==> config.mk <==
export PLATFORM = sky130hd
export DESIGN_NAME = periodic_tick_task_dispatcher_unit
export DESIGN_NICKNAME = d
export VERILOG_FILES = /design/src/rtl/ptd_pkg.sv /design/src/rtl/periodic_tick_task_dispatcher_unit.sv
export SDC_FILE = /design/constraint.sdc
export NUM_CORES = 1
export LEC_CHECK = 0
export ABC_AREA = 1
export BUFFER_PORTS_ARGS = -buffer_cell sky130_fd_sc_hd__clkbuf_2
export CELL_PAD_IN_SITES_DETAIL_PLACEMENT = 0
export CELL_PAD_IN_SITES_GLOBAL_PLACEMENT = 1
export CORE_MARGIN = 1
export CORE_UTILIZATION = 53
export DETAILED_ROUTE_END_ITERATION = 8
export PLACE_DENSITY = 0.95
export SLEW_MARGIN = 10
export SYNTH_ARGS = -nofsm -noshare
export SYNTH_HDL_FRONTEND = slang
export SYNTH_SLANG_ARGS = --single-unit
==> constraint.sdc <==
create_clock -name clk -period 12.1 [get_ports clk]
set_input_delay 2.42 -clock clk [delete_from_list [all_inputs] [get_ports clk]]
set_output_delay 2.42 -clock clk [all_outputs]
set_load 0.005 [all_outputs]
==> src/rtl/ptd_pkg.sv <==
// Shared constants and types for the periodic tick task dispatcher.
package ptd_pkg;

  // Number of task slots in the table.
  localparam int NUM_SLOTS = 8;
  localparam int IDX_W     = (NUM_SLOTS > 1) ? $clog2(NUM_SLOTS) : 1;

  // Fixed field widths.
  localparam int CMD_W    = 3;
  localparam int SLOT_W   = 3;
  localparam int PERIOD_W = 16;
  localparam int CNT_W    = $clog2(PERIOD_W);

  // Command codes.
  typedef enum logic [CMD_W-1:0] {
    CMD_TICK    = 3'd0,
    CMD_CREATE  = 3'd1,
    CMD_DELETE  = 3'd2,
    CMD_SUSPEND = 3'd3,
    CMD_RESUME  = 3'd4
  } cmd_t;

  // One slot table entry as held in the memory.
  typedef struct packed {
    logic                present;
    logic                active;
    logic [PERIOD_W-1:0] period;
  } slot_entry_t;

  // Sequencer states, one-hot.
  typedef enum logic [5:0] {
    S_IDLE = 6'b000001,
    S_RD   = 6'b000010,
    S_CHK  = 6'b000100,
    S_DIV  = 6'b001000,
    S_EDIT = 6'b010000,
    S_FIN  = 6'b100000
  } state_t;

endpackage

==> src/rtl/periodic_tick_task_dispatcher_unit.sv <==
// Periodic tick task dispatcher: slot table memory, slot walker and serial remainder unit.
//
// A request is taken when start is high and busy is low. Create, delete, suspend and
// resume read the slot entry from the table memory and write it back modified; they
// give no result. A tick walks every slot in turn: each slot costs a memory read and a
// check, and each present, active slot with a nonzero period a 16-step restoring
// remainder of the tick count by its period, one bit per cycle. Each result is shown
// for exactly one cycle with out_valid high and cannot be held off; the final result
// of a tick carries out_last. Each due slot is held back until the walker knows
// whether it is the last, so the final two results of a tick can come on consecutive
// cycles.
module periodic_tick_task_dispatcher_unit import ptd_pkg::*; (
  input  logic                clk,
  input  logic                rst_n,
  input  logic                start,
  output logic                busy,
  input  logic [CMD_W-1:0]    in_command,
  input  logic [SLOT_W-1:0]   in_slot,
  input  logic [PERIOD_W-1:0] in_period,
  output logic                out_valid,
  output logic [SLOT_W-1:0]   out_task_index,
  output logic                out_due,
  output logic                out_last
);

  // Table memory, its per-entry valid bits and the read port.
  slot_entry_t          mem [NUM_SLOTS];
  logic [NUM_SLOTS-1:0] mem_vld_r;
  slot_entry_t          rd_q_r;
  logic                 rd_vld_r;
  logic [IDX_W-1:0]     rd_addr;
  slot_entry_t          rd_entry;
  logic                 mem_we;
  slot_entry_t          mem_wdata;

  // Sequencer and request registers.
  state_t               state_r, state_nxt;
  logic [CMD_W-1:0]     cmd_r, cmd_nxt;
  logic [IDX_W-1:0]     slot_r, slot_nxt;
  logic [PERIOD_W-1:0]  period_r, period_nxt;
  logic [IDX_W-1:0]     idx_r, idx_nxt;
  logic [PERIOD_W-1:0]  tick_r, tick_nxt;
  logic                 pend_r, pend_nxt;
  logic [IDX_W-1:0]     pend_idx_r, pend_idx_nxt;

  // Remainder unit.
  logic [PERIOD_W-1:0]  rem_r, rem_nxt;
  logic [PERIOD_W-1:0]  dvd_r, dvd_nxt;
  logic [PERIOD_W-1:0]  div_per_r, div_per_nxt;
  logic [CNT_W-1:0]     cnt_r, cnt_nxt;
  logic [PERIOD_W:0]    trial;
  logic                 trial_ge;
  logic [PERIOD_W-1:0]  rem_step;

  // Result register.
  logic                 out_valid_r, out_valid_nxt;
  logic [SLOT_W-1:0]    out_idx_r, out_idx_nxt;
  logic                 out_due_r, out_due_nxt;
  logic                 out_last_r, out_last_nxt;

  // Walker step helpers.
  logic                 accept;
  logic                 in_range;
  logic [IDX_W-1:0]     in_idx;
  logic                 step;
  logic                 hit;
  logic                 last_slot;

  assign busy      = (state_r != S_IDLE);
  assign accept    = start && !busy;
  assign in_idx    = IDX_W'(in_slot);
  assign in_range  = (32'(in_slot) < NUM_SLOTS);
  assign last_slot = (idx_r == IDX_W'(NUM_SLOTS - 1));

  // The read address is the addressed slot when idle, else the walker index.
  assign rd_addr  = (state_r == S_IDLE) ? in_idx : idx_r;
  // An entry never written reads as its reset value of zero.
  assign rd_entry = rd_vld_r ? rd_q_r : '0;

  // One restoring step of tick_count modulo period.
  assign trial    = {rem_r, dvd_r[PERIOD_W-1]};
  assign trial_ge = (trial >= {1'b0, div_per_r});
  assign rem_step = trial_ge ? PERIOD_W'(trial - {1'b0, div_per_r}) : trial[PERIOD_W-1:0];

  // Modified entry for the edit commands.
  always_comb begin
    mem_wdata = rd_entry;
    mem_we    = (state_r == S_EDIT);
    unique case (cmd_r)
      CMD_CREATE: begin
        mem_wdata.present = 1'b1;
        mem_wdata.active  = 1'b1;
        mem_wdata.period  = period_r;
      end
      CMD_DELETE:  mem_wdata.present = 1'b0;
      CMD_SUSPEND: mem_wdata.active  = 1'b0;
      CMD_RESUME:  mem_wdata.active  = 1'b1;
      default:     mem_we = 1'b0;
    endcase
  end

  // Table memory: one write port, one registered read port.
  always_ff @(posedge clk) begin
    if (mem_we) begin
      mem[slot_r] <= mem_wdata;
    end
    rd_q_r <= mem[rd_addr];
  end

  // Valid bits stand in for clearing the table at reset.
  always_ff @(posedge clk) begin
    if (!rst_n) begin
      mem_vld_r <= '0;
      rd_vld_r  <= 1'b0;
    end else begin
      if (mem_we) begin
        mem_vld_r[slot_r] <= 1'b1;
      end
      rd_vld_r <= mem_vld_r[rd_addr];
    end
  end

  // Sequencer next-state logic.
  always_comb begin
    state_nxt     = state_r;
    cmd_nxt       = cmd_r;
    slot_nxt      = slot_r;
    period_nxt    = period_r;
    idx_nxt       = idx_r;
    tick_nxt      = tick_r;
    pend_nxt      = pend_r;
    pend_idx_nxt  = pend_idx_r;
    rem_nxt       = rem_r;
    dvd_nxt       = dvd_r;
    div_per_nxt   = div_per_r;
    cnt_nxt       = cnt_r;
    out_valid_nxt = 1'b0;
    out_idx_nxt   = out_idx_r;
    out_due_nxt   = out_due_r;
    out_last_nxt  = out_last_r;
    step          = 1'b0;
    hit           = 1'b0;

    unique case (state_r)
      S_IDLE: begin
        if (accept) begin
          cmd_nxt    = in_command;
          slot_nxt   = in_idx;
          period_nxt = in_period;
          priority if (in_command == CMD_TICK) begin
            idx_nxt   = '0;
            pend_nxt  = 1'b0;
            state_nxt = S_RD;
          end else if (in_range && (in_command == CMD_CREATE || in_command == CMD_DELETE ||
                       in_command == CMD_SUSPEND || in_command == CMD_RESUME)) begin
            state_nxt = S_EDIT;
          end else begin
            state_nxt = S_IDLE;
          end
        end
      end
      S_RD: begin
        state_nxt = S_CHK;
      end
      S_CHK: begin
        if (rd_entry.present && rd_entry.active && (rd_entry.period != '0)) begin
          rem_nxt     = '0;
          dvd_nxt     = tick_r;
          div_per_nxt = rd_entry.period;
          cnt_nxt     = '0;
          state_nxt   = S_DIV;
        end else begin
          step = 1'b1;
        end
      end
      S_DIV: begin
        rem_nxt = rem_step;
        dvd_nxt = {dvd_r[PERIOD_W-2:0], 1'b0};
        cnt_nxt = cnt_r + 1'b1;
        if (cnt_r == CNT_W'(PERIOD_W - 1)) begin
          step = 1'b1;
          hit  = (rem_step == '0);
        end
      end
      S_EDIT: begin
        state_nxt = S_IDLE;
      end
      S_FIN: begin
        out_valid_nxt = 1'b1;
        out_idx_nxt   = pend_r ? SLOT_W'(pend_idx_r) : '0;
        out_due_nxt   = pend_r;
        out_last_nxt  = 1'b1;
        tick_nxt      = tick_r + 1'b1;
        state_nxt     = S_IDLE;
      end
      default: begin
        state_nxt = S_IDLE;
      end
    endcase

    // A due slot is held until the next one shows it was not the last.
    if (step) begin
      if (hit) begin
        if (pend_r) begin
          out_valid_nxt = 1'b1;
          out_idx_nxt   = SLOT_W'(pend_idx_r);
          out_due_nxt   = 1'b1;
          out_last_nxt  = 1'b0;
        end
        pend_nxt     = 1'b1;
        pend_idx_nxt = idx_r;
      end
      if (last_slot) begin
        state_nxt = S_FIN;
      end else begin
        idx_nxt   = idx_r + 1'b1;
        state_nxt = S_RD;
      end
    end
  end

  // Control registers.
  always_ff @(posedge clk) begin
    if (!rst_n) begin
      state_r     <= S_IDLE;
      tick_r      <= PERIOD_W'(1);
      pend_r      <= 1'b0;
      out_valid_r <= 1'b0;
    end else begin
      state_r     <= state_nxt;
      tick_r      <= tick_nxt;
      pend_r      <= pend_nxt;
      out_valid_r <= out_valid_nxt;
    end
  end

  // Payload registers.
  always_ff @(posedge clk) begin
    cmd_r      <= cmd_nxt;
    slot_r     <= slot_nxt;
    period_r   <= period_nxt;
    idx_r      <= idx_nxt;
    pend_idx_r <= pend_idx_nxt;
    rem_r      <= rem_nxt;
    dvd_r      <= dvd_nxt;
    div_per_r  <= div_per_nxt;
    cnt_r      <= cnt_nxt;
    out_idx_r  <= out_idx_nxt;
    out_due_r  <= out_due_nxt;
    out_last_r <= out_last_nxt;
  end

  assign out_valid      = out_valid_r;
  assign out_task_index = out_idx_r;
  assign out_due        = out_due_r;
  assign out_last       = out_last_r;

endmodule
==> results.md, run 1 <==
* Synth top area cells: edfxtp_1 53%, dfxtp_1 9.4%, nand2_1 8.9%, nor2_1 5.0%, o21ai_0 4.2%
* Fin Clk Skew at 10.2 ps
* Share of the synthesized area in the top cell type at 0.526
* Post-synth EDFFs at 221
* CP max stage cell: inv_2
* # diodes at 0
* Num CTS Buffers at 28
* Slowest stage delay, CP at 650 ps
* Residual DRC count at 0
* Drt first pass iters at 5
* Max Root-Sink Buffers at 3
* Period minus WS final at 4380 ps
* IO Port Bufs at 31
* H-tree Lvls at 1
* Number of routed nets with antenna violations at 0
* Most used cell, CP: nand2_1
* Register area at 7820 um^2
* Global-route wire length before repair at 43,600 um
* Async set or reset register ratio after synthesis at 0
* # hold bufs at CTS at 0
* Ys Warns at 0
* DIE HEIGHT at 156 um
* Worst-path clk slew at 60 ps
* Peak VDD IR at 0.000107 V
* Final Setup Violations at 0
* Fill count at 1,949
* Wire per inst at 16.3 um
* Skew-Pair Late Insertion Delay at 540 ps
* Final Max Tran Viols at 0
* Worst slew pin tran at 1220 ps
* Final setup TNS at 0 ps
* Hold Vio Cnt, Final at 0
* GRT Overall Usage at 0.230
* DIE AREA at 24,400 um^2
* CP cell instances: clkbuf_2 > or2_0 > nand2_2 > buf_4 > inv_2 > o21ai_0 > o22ai_1 > nand2_1 > nand2_1
* Worst path bufs/invs at 3
* CTS resizes at 0
* Vias/cell at 5.41
* Fraction of the cycle the final worst path needs at 0.362
* Cell area after layout at 14,000 um^2
* Non-Filler Instances at 1,678
* Commonest non-fill, non-tap cell in the layout: nand2_1
* Commonest non-fill, non-tap cells in the layout: 299 x nand2_1, 221 x edfxtp_1, 161 x nor2_1
* Sequential fraction of the synthesis area at 0.620
* Chip width at 156 um
* Wirelength, routed at 27,300 um
* Initial DRC count at 639
* Max Cap Violations at 0
* Synth Area per Inst at 9.62 um^2
* Ports at 32
* Worst Setup Start Kind: primary input
* Class of the worst hold path: flip-flop to flip-flop
* Mapped Nets at 1,356
* Critical path capture point type: flip-flop
* Unrepaired setup endpoints after global routing: no
* CTS root buffer: clkbuf_16
* Worst hold slack at 462 ps
* Antenna violations before repair at 0
* Achievable frequency at 0.228 GHz
* Vias in the first global route at 8,637
* Top FF cell, synth: edfxtp_1
* Power per cell area at 155 nW/um^2
* Netlist cell types at 46
* Max_slew headroom at 0.183
* Starting density of the core at 0.539
* Vias post-DR at 9,070
* Placed cell areas at 13,100 um^2
* Routability cong. at 0.887
* Multi-input logic area at 4050 um^2
* Post-CTS Setup Inserts at 0
* CP Data Required Time at 12,510 ps
* Ratio of cells with drive above 1 in the final layout at 0.100
* Final #Nets at 1,383
* CTS tree: built
* Largest net degree at the start of global routing at 78
* #FFs+latches synth at 280
* Post-detail-place hpwl at 16,800 um
* Cells after DPL at 1,626
* Area delta synth->final at 11.0%
* CP delay by family, top: buffers and inverters
* Crit Path Class: primary input to flip-flop
* Gate Count Post-Synth at 1,310
* Core footprint at 23,400 um^2
* Status: finished, final reports clean
* Row count at 56
* CP Max Fanout at 77
* Mapped Area at 12,600 um^2
* CP Data Arrival Time at 4800 ps
* Area leader, netlist: edfxtp_1
* Grt ovf at 0
* LEAKAGE at 0.00555 uW
* CTS sink count at 280
-- synth_stat cells, types with 10 or more instances --
cell	count
a21oi_1	39
buf_2	10
clkbuf_1	33
dfxtp_1	59
edfxtp_1	221
ha_1	20
inv_1	130
inv_2	14
nand2_1	300
nand3_1	48
nand4_1	14
nor2_1	169
nor3_1	19
o21ai_0	105
o21ai_1	13
o22ai_1	38
-- layer usage --
metal  track usage  vias up  routed length, um
met5             0        -                  0
met3        0.0274       67               1460
li1              -     4485                  -
met4        0.0910        0                819
met1         0.300     4246              11900
met2         0.393      272              13100
-- path summary, 6_finish.rpt --
path | end | start | depth (start not counted) | slack [ps]
setup / recovery | rd_q_r[11] | in_slot[0] | 9 | 7720
hold / removal | mem_vld_r[4] | mem_vld_r[4] | 1 | 460
setup reg to reg | pend_idx_r[1] | rem_r[6] | 14 | 8440
hold reg to reg | mem_vld_r[4] | mem_vld_r[4] | 1 | 460
-- power by group --
part	total, uW	internal, uW	switching, uW
logic	212	59.7	153
clock network	851	501	350
registers	1100	1090	14.8
total	2170	1650	518
-- metrics by stage --
stage	setup slack (ps)	power, uW	util
after CTS	7810	2170	0.598
after floorplan	7720	1270	-
final	7720	2170	0.598
after global routing	7540	2240	0.598
after global placement	7320	1320	0.559
after detailed placement	7300	1330	0.559
-- final cells by class --
type,instances,share of cell area
repair buffers,46,0.0191
clock buffers,35,0.0535
well taps,319,0.0285
inverters,147,0.0396
multi-input cells,834,0.290
clock inverters,17,0.0113
flip-flops and latches,280,0.558
-- cell families after synthesis --
logic type               share of synthesized area
AND/OR/NAND/NOR                              0.200
adder cells (fa/ha/maj)                     0.0214
flip-flops                                   0.620
AO/OA/AOI/OAI                               0.0910
buffers and inverters                       0.0620
XOR/XNOR                                   0.00556
-- sequential cells by signal (all words and copies together) (netlist names), 4 cells and up --
signal,flops
cnt_r,4
div_per_r,16
dvd_r,16
mem,144
mem_vld_r,8
period_r,16
rd_q_r,18
rem_r,16
state_r,6
tick_r,16
(Power assumes the default switching activity.)
==> run 2, diff against run 1 <==
--- a/config.mk
+++ b/config.mk
@@ -10,9 +10,9 @@
 export CELL_PAD_IN_SITES_DETAIL_PLACEMENT = 0
 export CELL_PAD_IN_SITES_GLOBAL_PLACEMENT = 1
 export CORE_MARGIN = 1
-export CORE_UTILIZATION = 53
+export CORE_UTILIZATION = 49
 export DETAILED_ROUTE_END_ITERATION = 8
-export PLACE_DENSITY = 0.95
+export PLACE_DENSITY = 0.89
 export SLEW_MARGIN = 10
 export SYNTH_ARGS = -nofsm -noshare
 export SYNTH_HDL_FRONTEND = slang
==> constraint.sdc (replaced) <==
create_clock -name clk -period 4.15 [get_ports clk]
set_input_delay 0.83 -clock clk [delete_from_list [all_inputs] [get_ports clk]]
set_output_delay 0.83 -clock clk [all_outputs]
set_load 0.005 [all_outputs]
==> run 2 against run 1 <==
Utilization fell by 4.2 points. Critical path type is now flip-flop to flip-flop. Register-to-register slack got worse by 7900 ps. Final cell count is 0.83% higher. Power increased to 2.9 times the previous value.
==> results.md, run 2 (synthesis results as in run 1) <==
* Starting density of the core at 0.501 (was 0.539)
* Grt ovf at 0 (unchanged)
* CP max stage cell: edfxtp_1 (was inv_2)
* Cells after DPL at 1,640 (was 1,626)
* Drt first pass iters at 5 (unchanged)
* Regs by FF count: mem x144, rd_q_r x18 (unchanged)
* Reg2reg start: rem_r[8] (was rem_r[6])
* Top reg by flops: mem (unchanged)
* Final Setup Violations at 0 (unchanged)
* Largest net degree at the start of global routing at 77 (was 78)
* Row count at 58 (was 56)
* Worst slew pin tran at 1100 ps (was 1220 ps)
* Antenna violations before repair at 0 (unchanged)
* Final setup TNS at 0 ps (unchanged)
* CP cell instances: ha_1 > nand2_1 > inv_2 > nand2_1 > inv_2 > nand2_2 > nor2_4 > nor2_4 > nand2_2 > o21ai_1 > nand2_1 > nor3_1 > nand4_1 > nor3_1 (was clkbuf_2 > or2_0 > nand2_2 > buf_4 > inv_2 > o21ai_0 > o22ai_1 > nand2_1 > nand2_1)
* Vias/cell at 5.21 (was 5.41)
* Period minus WS final at 3570 ps
* Switching share of power at 0.242 (was 0.239)
* Worst Setup Start Kind: flip-flop (was primary input)
* CP Data Arrival Time at 3740 ps (was 4800 ps)
* Final Max Tran Viols at 0 (unchanged)
* Core footprint at 25,200 um^2 (was 23,400 um^2)
* P_int at 4710 uW (was 1650 uW)
* Initial DRC count at 682 (was 639)
* Max layer used: met4 (unchanged)
* Worst setup margin at 581 ps (was 7720 ps)
* Slowest stage delay, CP at 440 ps (was 650 ps)
* Dpl ws at 622 ps (was 7300 ps)
* Vias in the first global route at 8,373 (was 8,637)
* Fin Clk Skew at 10.4 ps (was 10.2 ps)
* Global-route wire length before repair at 44,100 um (was 43,600 um)
* Max Root-Sink Buffers at 3 (unchanged)
* CTS sink count at 280 (unchanged)
* Hold Startpoint: mem_vld_r[3] (was mem_vld_r[4])
* Max Cap Violations at 0 (unchanged)
* Wire per inst at 16.3 um (about the same)
* Peak VDD IR at 0.000507 V (was 0.000107 V)
* Ports at 32 (unchanged)
* CTS root buffer: clkbuf_16 (unchanged)
* Most used cell, CP: nand2_1 (unchanged)
* CP Data Required Time at 4320 ps (was 12,510 ps)
* Class of the worst hold path: flip-flop to flip-flop (unchanged)
* Power per cell area at 444 nW/um^2 (was 155 nW/um^2)
* Post-detail-place hpwl at 17,600 um (was 16,800 um)
* Clk pwr share at 0.381 (was 0.393)
* CP Max Fanout at 29 (was 77)
* Routed wl met3 at 1190 um (was 1460 um)
* Wirelength, routed at 27,700 um (was 27,300 um)
* Commonest non-fill, non-tap cells in the layout: 299 x nand2_1, 221 x edfxtp_1, 161 x nor2_1 (unchanged)
* Worst-path clk slew at 60 ps (about the same)
* Critical R2R Capture: pend_idx_r[0] (was pend_idx_r[1])
* CP delay by family, top: simple AND/OR/NAND/NOR gates (was buffers and inverters)
* # hold bufs at CTS at 0 (unchanged)
* Hold Path Sink: mem_vld_r[3] (was mem_vld_r[4])
* Max_slew headroom at 0.267 (was 0.183)
* Chip width at 162 um (was 156 um)
* # diodes at 0 (unchanged)
* Residual DRC count at 0 (unchanged)
* Unrepaired setup endpoints after global routing: no (unchanged)
* CTS tree: built (unchanged)
* Final #Nets at 1,387 (was 1,383)
* Hold Vio Cnt, Final at 0 (unchanged)
* Status: finished, final reports clean (unchanged)
* LEAKAGE at 0.00554 uW (was 0.00555 uW)
* P_sw at 1500 uW (was 518 uW)
* Worst hold stages at 1 (unchanged)
* Worst path bufs/invs at 2 (was 3)
* Fraction of the cycle the final worst path needs at 0.860
* Met1 Wirelength at 12,700 um (was 11,900 um)
* Vias post-DR at 8,823 (was 9,070)
* Commonest non-fill, non-tap cell in the layout: nand2_1 (unchanged)
* Post-CTS Setup Inserts at 0 (unchanged)
* R2R Setup Slk at 580 ps (was 8440 ps)
* Number of routed nets with antenna violations at 0 (unchanged)
* GRT Overall Usage at 0.214 (was 0.230)
* Non-Filler Instances at 1,692 (was 1,678)
* Logic pwr share at 0.101 (was 0.098)
* Crit Path Class: flip-flop to flip-flop (was primary input to flip-flop)
* CTS resizes at 0 (unchanged)
* Achievable frequency at 0.280 GHz
* Num CTS Buffers at 29 (was 28)
* Max reg flops at 144 (unchanged)
* Fill count at 2,214 (was 1,949)
* IO Port Bufs at 31 (unchanged)
* Routability cong. at 0.860 (was 0.887)
* Area delta synth->final at 11.0% (about the same)
* DR WL met2 at 13,300 um (was 13,100 um)
* R2R depth at 14 (unchanged)
* Sequential share of power at 0.518 (was 0.509)
* DIE HEIGHT at 162 um (was 156 um)
* DIE AREA at 26,400 um^2 (was 24,400 um^2)
* H-tree Lvls at 1 (unchanged)
* Skew-Pair Late Insertion Delay at 530 ps (was 540 ps)
* Critical path capture point type: flip-flop (unchanged)
* Ratio of cells with drive above 1 in the final layout at 0.102 (was 0.100)
==> run 2: changes by cell type in the layout (fill, tap and decap cells not counted) <==
cell	before	now
clkbuf_1	6	7
clkinv_4	0	1
bufinv_16	3	1
clkinv_1	9	8
clkbuf_8	0	1
buf_4	15	18
==> run 2: power groups by stage <==
stage / sequential (uW) / combinational (uW) / clock, uW
after CTS: 3220 / 629 / 2420
after floorplan: 3250 / 452 / 0
after detailed placement: 3280 / 624 / 0
final: 3220 / 630 / 2360
after global routing: 3220 / 707 / 2530
after global placement: 3270 / 608 / 0
==> run 2: layer usage <==
metal / track usage / vias up
met5: 0 / -
met4: 0.0617 / 0
met3: 0.0242 / 49
met2: 0.359 / 213
met1: 0.294 / 4091
li1: - / 4470
==> run 2: final cells by class <==
cell class | instances | area, um^2 | share of cell area
Tap cell | 330 | 413 | 0.0295
Sequential cell | 280 | 7820 | 0.559
Multi-Input combinational cell | 834 | 4050 | 0.290
Inverter | 147 | 554 | 0.0396
Clock buffer | 37 | 766 | 0.0547
Clock inverter | 15 | 103 | 0.00733
Timing Repair Buffer | 49 | 290 | 0.0207
==> run 2: stage by stage <==
step                 util  power [uW]  hold WS (ps)  instance area, um^2
floorplan               -        3700           434                12600
global placement    0.521        3880           442                13100
detailed placement  0.521        3900           451                13100
CTS                 0.556        6260           455                14000
global route        0.556        6470           451                14000
finish              0.556        6210           461                14000
==> run 2: worst max path at each step <==
| stage | from | endpoint | slack (ps) | cells past startpoint |
|---|---|---|---|---|
| after global routing | rem_r[8] | pend_idx_r[2] | 280 | 14 |
| final | rem_r[8] | pend_idx_r[0] | 580 | 14 |
| after detailed placement | rem_r[8] | pend_idx_r[2] | 620 | 14 |
| after CTS | rem_r[8] | pend_idx_r[2] | 620 | 14 |
| after floorplan | rd_vld_r | cnt_r[0] | 740 | 9 |
| after global placement | rem_r[9] | pend_idx_r[2] | 720 | 14 |
==> run 3, diff against run 2 <==
--- a/config.mk
+++ b/config.mk
@@ -5,14 +5,14 @@
 export SDC_FILE = /design/constraint.sdc
 export NUM_CORES = 1
 export LEC_CHECK = 0
-export ABC_AREA = 1
+export ABC_AREA = 0
 export BUFFER_PORTS_ARGS = -buffer_cell sky130_fd_sc_hd__clkbuf_2
 export CELL_PAD_IN_SITES_DETAIL_PLACEMENT = 0
 export CELL_PAD_IN_SITES_GLOBAL_PLACEMENT = 1
 export CORE_MARGIN = 1
-export CORE_UTILIZATION = 49
+export CORE_UTILIZATION = 51
 export DETAILED_ROUTE_END_ITERATION = 8
-export PLACE_DENSITY = 0.89
+export PLACE_DENSITY = 0.9
 export SLEW_MARGIN = 10
 export SYNTH_ARGS = -nofsm -noshare
 export SYNTH_HDL_FRONTEND = slang
==> run 3 against run 2 <==
Sequential power decreased by 2%. Final cell count decreased by 17%. Utilization increased by 3.3 points. Power fell by 3.9%. Worst setup slack got worse by 57 ps. First-iteration DRC count fell by 18%. Clock skew is 2.8 ps lower. Clock power fell by 3%. Critical path depth fell by 2. Non-clock buffer count up 3. Die area shrank 8.3%. Combinational power down 21%. Critical endpoint is now pend_idx_r[2]. Largest power group unchanged. Highest routed layer unchanged.
==> results.md, run 3 <==
* Adder-cell area share of the yosys netlist at 0.0225 (was 0.0214)
* Share of the synthesized area in the top cell type at 0.552 (was 0.526)
* LEAKAGE at 0.00485 uW (was 0.00554 uW)
* Count leader, synth: edfxtp_1 (was nand2_1)
* Num CTS Buffers at 27 (was 29)
* Worst setup margin at 525 ps (was 581 ps)
* Synth Area per Inst at 11.6 um^2 (was 9.62 um^2)
* Drt first pass iters at 5 (unchanged)
* Max_slew headroom at 0.411 (was 0.267)
* Vias post-DR at 7,728 (was 8,823)
* Async set or reset register ratio after synthesis at 0 (unchanged)
* #FFs+latches synth at 280 (unchanged)
* Crit Path Class: flip-flop to flip-flop (unchanged)
* Post-synthesis simple-gate area fraction at 0.186 (was 0.200)
* Netlist cell types at 62 (was 46)
* Vias/cell at 5.50 (was 5.21)
* Fin Clk Skew at 7.57 ps (was 10.4 ps)
* Top reg by flops: mem (unchanged)
* Area delta synth->final at 11.9% (was 11.0%)
* # hold bufs at CTS at 0 (unchanged)
* Peak VDD IR at 0.000290 V (was 0.000507 V)
* Power per cell area at 444 nW/um^2 (about the same)
* Ys Warns at 0 (unchanged)
* Worst path bufs/invs at 2 (unchanged)
* Gate Count Post-Synth at 1,038 (was 1,310)
* Post-synth EDFFs at 221 (unchanged)
* Wire per inst at 17.8 um (was 16.3 um)
* CTS sink count at 280 (unchanged)
* Achievable frequency at 0.276 GHz (was 0.280 GHz)
* Grt ovf at 0 (unchanged)
* CP delay by family, top: compound AO/OA/AOI/OAI gates (was simple AND/OR/NAND/NOR gates)
* CTS resizes at 0 (unchanged)
* CTS root buffer: clkbuf_16 (unchanged)
* Synth top cells by count: 221 x edfxtp_1, 209 x nand2_1, 113 x nand3_1, 77 x nor2_1, 59 x dfxtp_1 (was 300 x nand2_1, 221 x edfxtp_1, 169 x nor2_1, 130 x inv_1, 105 x o21ai_0)
* Antenna violations before repair at 0 (unchanged)
* # diodes at 0 (unchanged)
* Post-detail-place hpwl at 15,200 um (was 17,600 um)
* H-tree Lvls at 1 (unchanged)
* DIE HEIGHT at 156 um (was 162 um)
* IO Port Bufs at 31 (unchanged)
* Critical path capture point type: flip-flop (unchanged)
* Most used cell, CP: inv_1 (was nand2_1)
* CTS tree: built (unchanged)
* Commonest non-fill, non-tap cells in the layout: 221 x edfxtp_1, 208 x nand2_1, 113 x nand3_1 (was 299 x nand2_1, 221 x edfxtp_1, 161 x nor2_1)
* CP max stage cell: o41ai_4 (was edfxtp_1)
* Skew-Pair Late Insertion Delay at 520 ps (was 530 ps)
* Fill count at 1,849 (was 2,214)
* Core footprint at 22,800 um^2 (was 25,200 um^2)
* Row count at 55 (was 58)
* Starting density of the core at 0.526 (was 0.501)
* Worst hold slack at 466 ps (was 461 ps)
* Post-synthesis compound-gate area fraction at 0.0513 (was 0.0910)
* Worst-path clk slew at 60 ps (about the same)
* Worst slew pin tran at 875 ps (was 1100 ps)
* Commonest non-fill, non-tap cell in the layout: edfxtp_1 (was nand2_1)
* Period minus WS final at 3630 ps (was 3570 ps)
* Final #Nets at 1,117 (was 1,387)
* Hold Vio Cnt, Final at 0 (unchanged)
* Cell area after layout at 13,500 um^2 (was 14,000 um^2)
* Post-Synth XOR/XNOR Area at 0.0211 (was 0.00556)
* Dpl ws at 573 ps (was 622 ps)
* Ports at 32 (unchanged)
* Final Max Tran Viols at 0 (unchanged)
* GRT Overall Usage at 0.211 (was 0.214)
* Unrepaired setup endpoints after global routing: no (unchanged)
* Worst Setup Start Kind: flip-flop (unchanged)
* Main combinational cell family by area after synthesis: simple AND/OR/NAND/NOR gates (unchanged)
* Global-route wire length before repair at 39,400 um (was 44,100 um)
* Slowest stage delay, CP at 570 ps (was 440 ps)
* CP Max Fanout at 6 (was 29)
* Residual DRC count at 0 (unchanged)
* Post-CTS Setup Inserts at 0 (unchanged)
* Vias in the first global route at 7,407 (was 8,373)
* Final Setup Violations at 0 (unchanged)
* Wirelength, routed at 24,900 um (was 27,700 um)
* Top FF cell, synth: edfxtp_1 (unchanged)
* Chip width at 156 um (was 162 um)
* Area leader, netlist: edfxtp_1 (unchanged)
* CP Data Required Time at 4380 ps (was 4320 ps)
* Mapped Nets at 1,084 (was 1,356)
* Ratio of cells with drive above 1 in the final layout at 0.143 (was 0.102)
* Max reg flops at 144 (unchanged)
* CP cell instances: inv_1 > ha_1 > fa_1 > nand2b_1 > a21oi_1 > o22ai_1 > o21ba_2 > xnor2_1 > or4_4 > o41ai_4 > nand2_1 > inv_1 (was ha_1 > nand2_1 > inv_2 > nand2_1 > inv_2 > nand2_2 > nor2_4 > nor2_4 > nand2_2 > o21ai_1 > nand2_1 > nor3_1 > nand4_1 > nor3_1)
* Class of the worst hold path: flip-flop to flip-flop (unchanged)
* Mapped Area at 12,000 um^2 (was 12,600 um^2)
* Status: finished, final reports clean (unchanged)
* Max Root-Sink Buffers at 3 (unchanged)
* Mux contribution to synthesized area at 0.0425 (was 0)
* Placed cell areas at 12,600 um^2 (was 13,100 um^2)
* Max Cap Violations at 0 (unchanged)
* Initial DRC count at 558 (was 682)
* Final setup TNS at 0 ps (unchanged)
* Routability cong. at 0.959 (was 0.860)
* Synth top area cells: edfxtp_1 55%, dfxtp_1 9.8%, nand2_1 6.5%, nand3_1 4.7%, mux2_2 3.0% (was edfxtp_1 53%, dfxtp_1 9.4%, nand2_1 8.9%, nor2_1 5.0%, o21ai_0 4.2%)
* Number of routed nets with antenna violations at 0 (unchanged)
* Fraction of the cycle the final worst path needs at 0.874 (was 0.860)
* CP Data Arrival Time at 3850 ps (was 3740 ps)
* Regs by FF count: mem x144, rd_q_r x18 (unchanged)
* DIE AREA at 24,200 um^2 (was 26,400 um^2)
* Sequential fraction of the synthesis area at 0.651 (was 0.620)
* Largest net degree at the start of global routing at 54 (was 77)
==> run 3: cell families after synthesis <==
family / count (synthesis)
simple gates: 488
mux: 47
compound gates: 99
buf+inv: 74
fa+ha+maj: 21
flops: 280
xor+xnor: 29
==> run 3: area by class of cell <==
| type | count | area, um^2 | share of cell area |
|---|---|---|---|
| timing repair buffer | 52 | 338 | 0.0251 |
| inverter | 26 | 97.6 | 0.00726 |
| tap | 313 | 392 | 0.0291 |
| multi-input combinational | 684 | 3970 | 0.295 |
| clock inverter | 13 | 96.3 | 0.00716 |
| clock buffer | 36 | 739 | 0.0550 |
| sequential | 280 | 7820 | 0.581 |
==> run 3: worst paths after layout <==
path,end,slack (ps),cells after the start,start
setup / recovery,pend_idx_r[2],520,12,dvd_r[15]
hold reg to reg,out_last,470,2,out_last
hold / removal,out_last,470,2,out_last
setup reg to reg,pend_idx_r[2],520,12,dvd_r[15]
==> run 3: where the power goes <==
group          internal (uW)  switching, uW
registers               3130           46.7
clock network           1310            983
logic                    165            332
total                   4600           1360
==> run 3: per-stage QoR <==
| step | instances | power [uW] | utilization |
|---|---|---|---|
| after CTS | 1404 | 6020 | 0.589 |
| after floorplan | 1038 | 3550 | - |
| final | 1404 | 5970 | 0.589 |
| after global routing | 1404 | 6190 | 0.589 |
| after global placement | 1355 | 3720 | 0.552 |
| after detailed placement | 1355 | 3730 | 0.552 |
==> run 3: per-layer routing <==
| metal | global-route usage | wire (um) | vias to the layer above | part of all wire |
|---|---|---|---|---|
| met3 | 0.0267 | 1230 | 39 | 0.049 |
| met1 | 0.275 | 10700 | 3735 | 0.43 |
| met5 | 0 | 0 | - | 0 |
| met2 | 0.370 | 12500 | 188 | 0.50 |
| met4 | 0.0598 | 516 | 0 | 0.021 |
| li1 | - | - | 3766 | - |
==> run 3: worst register-to-register path, delay by kind of cell (launching register included) <==
kind | cells | cell delay (ps)
flip-flops | 1 | 370
AO/OA/AOI/OAI | 4 | 1150
buffers and inverters | 2 | 180
AND/OR/NAND/NOR | 3 | 870
XOR/XNOR | 1 | 140
adder cells (fa/ha/maj) | 2 | 630
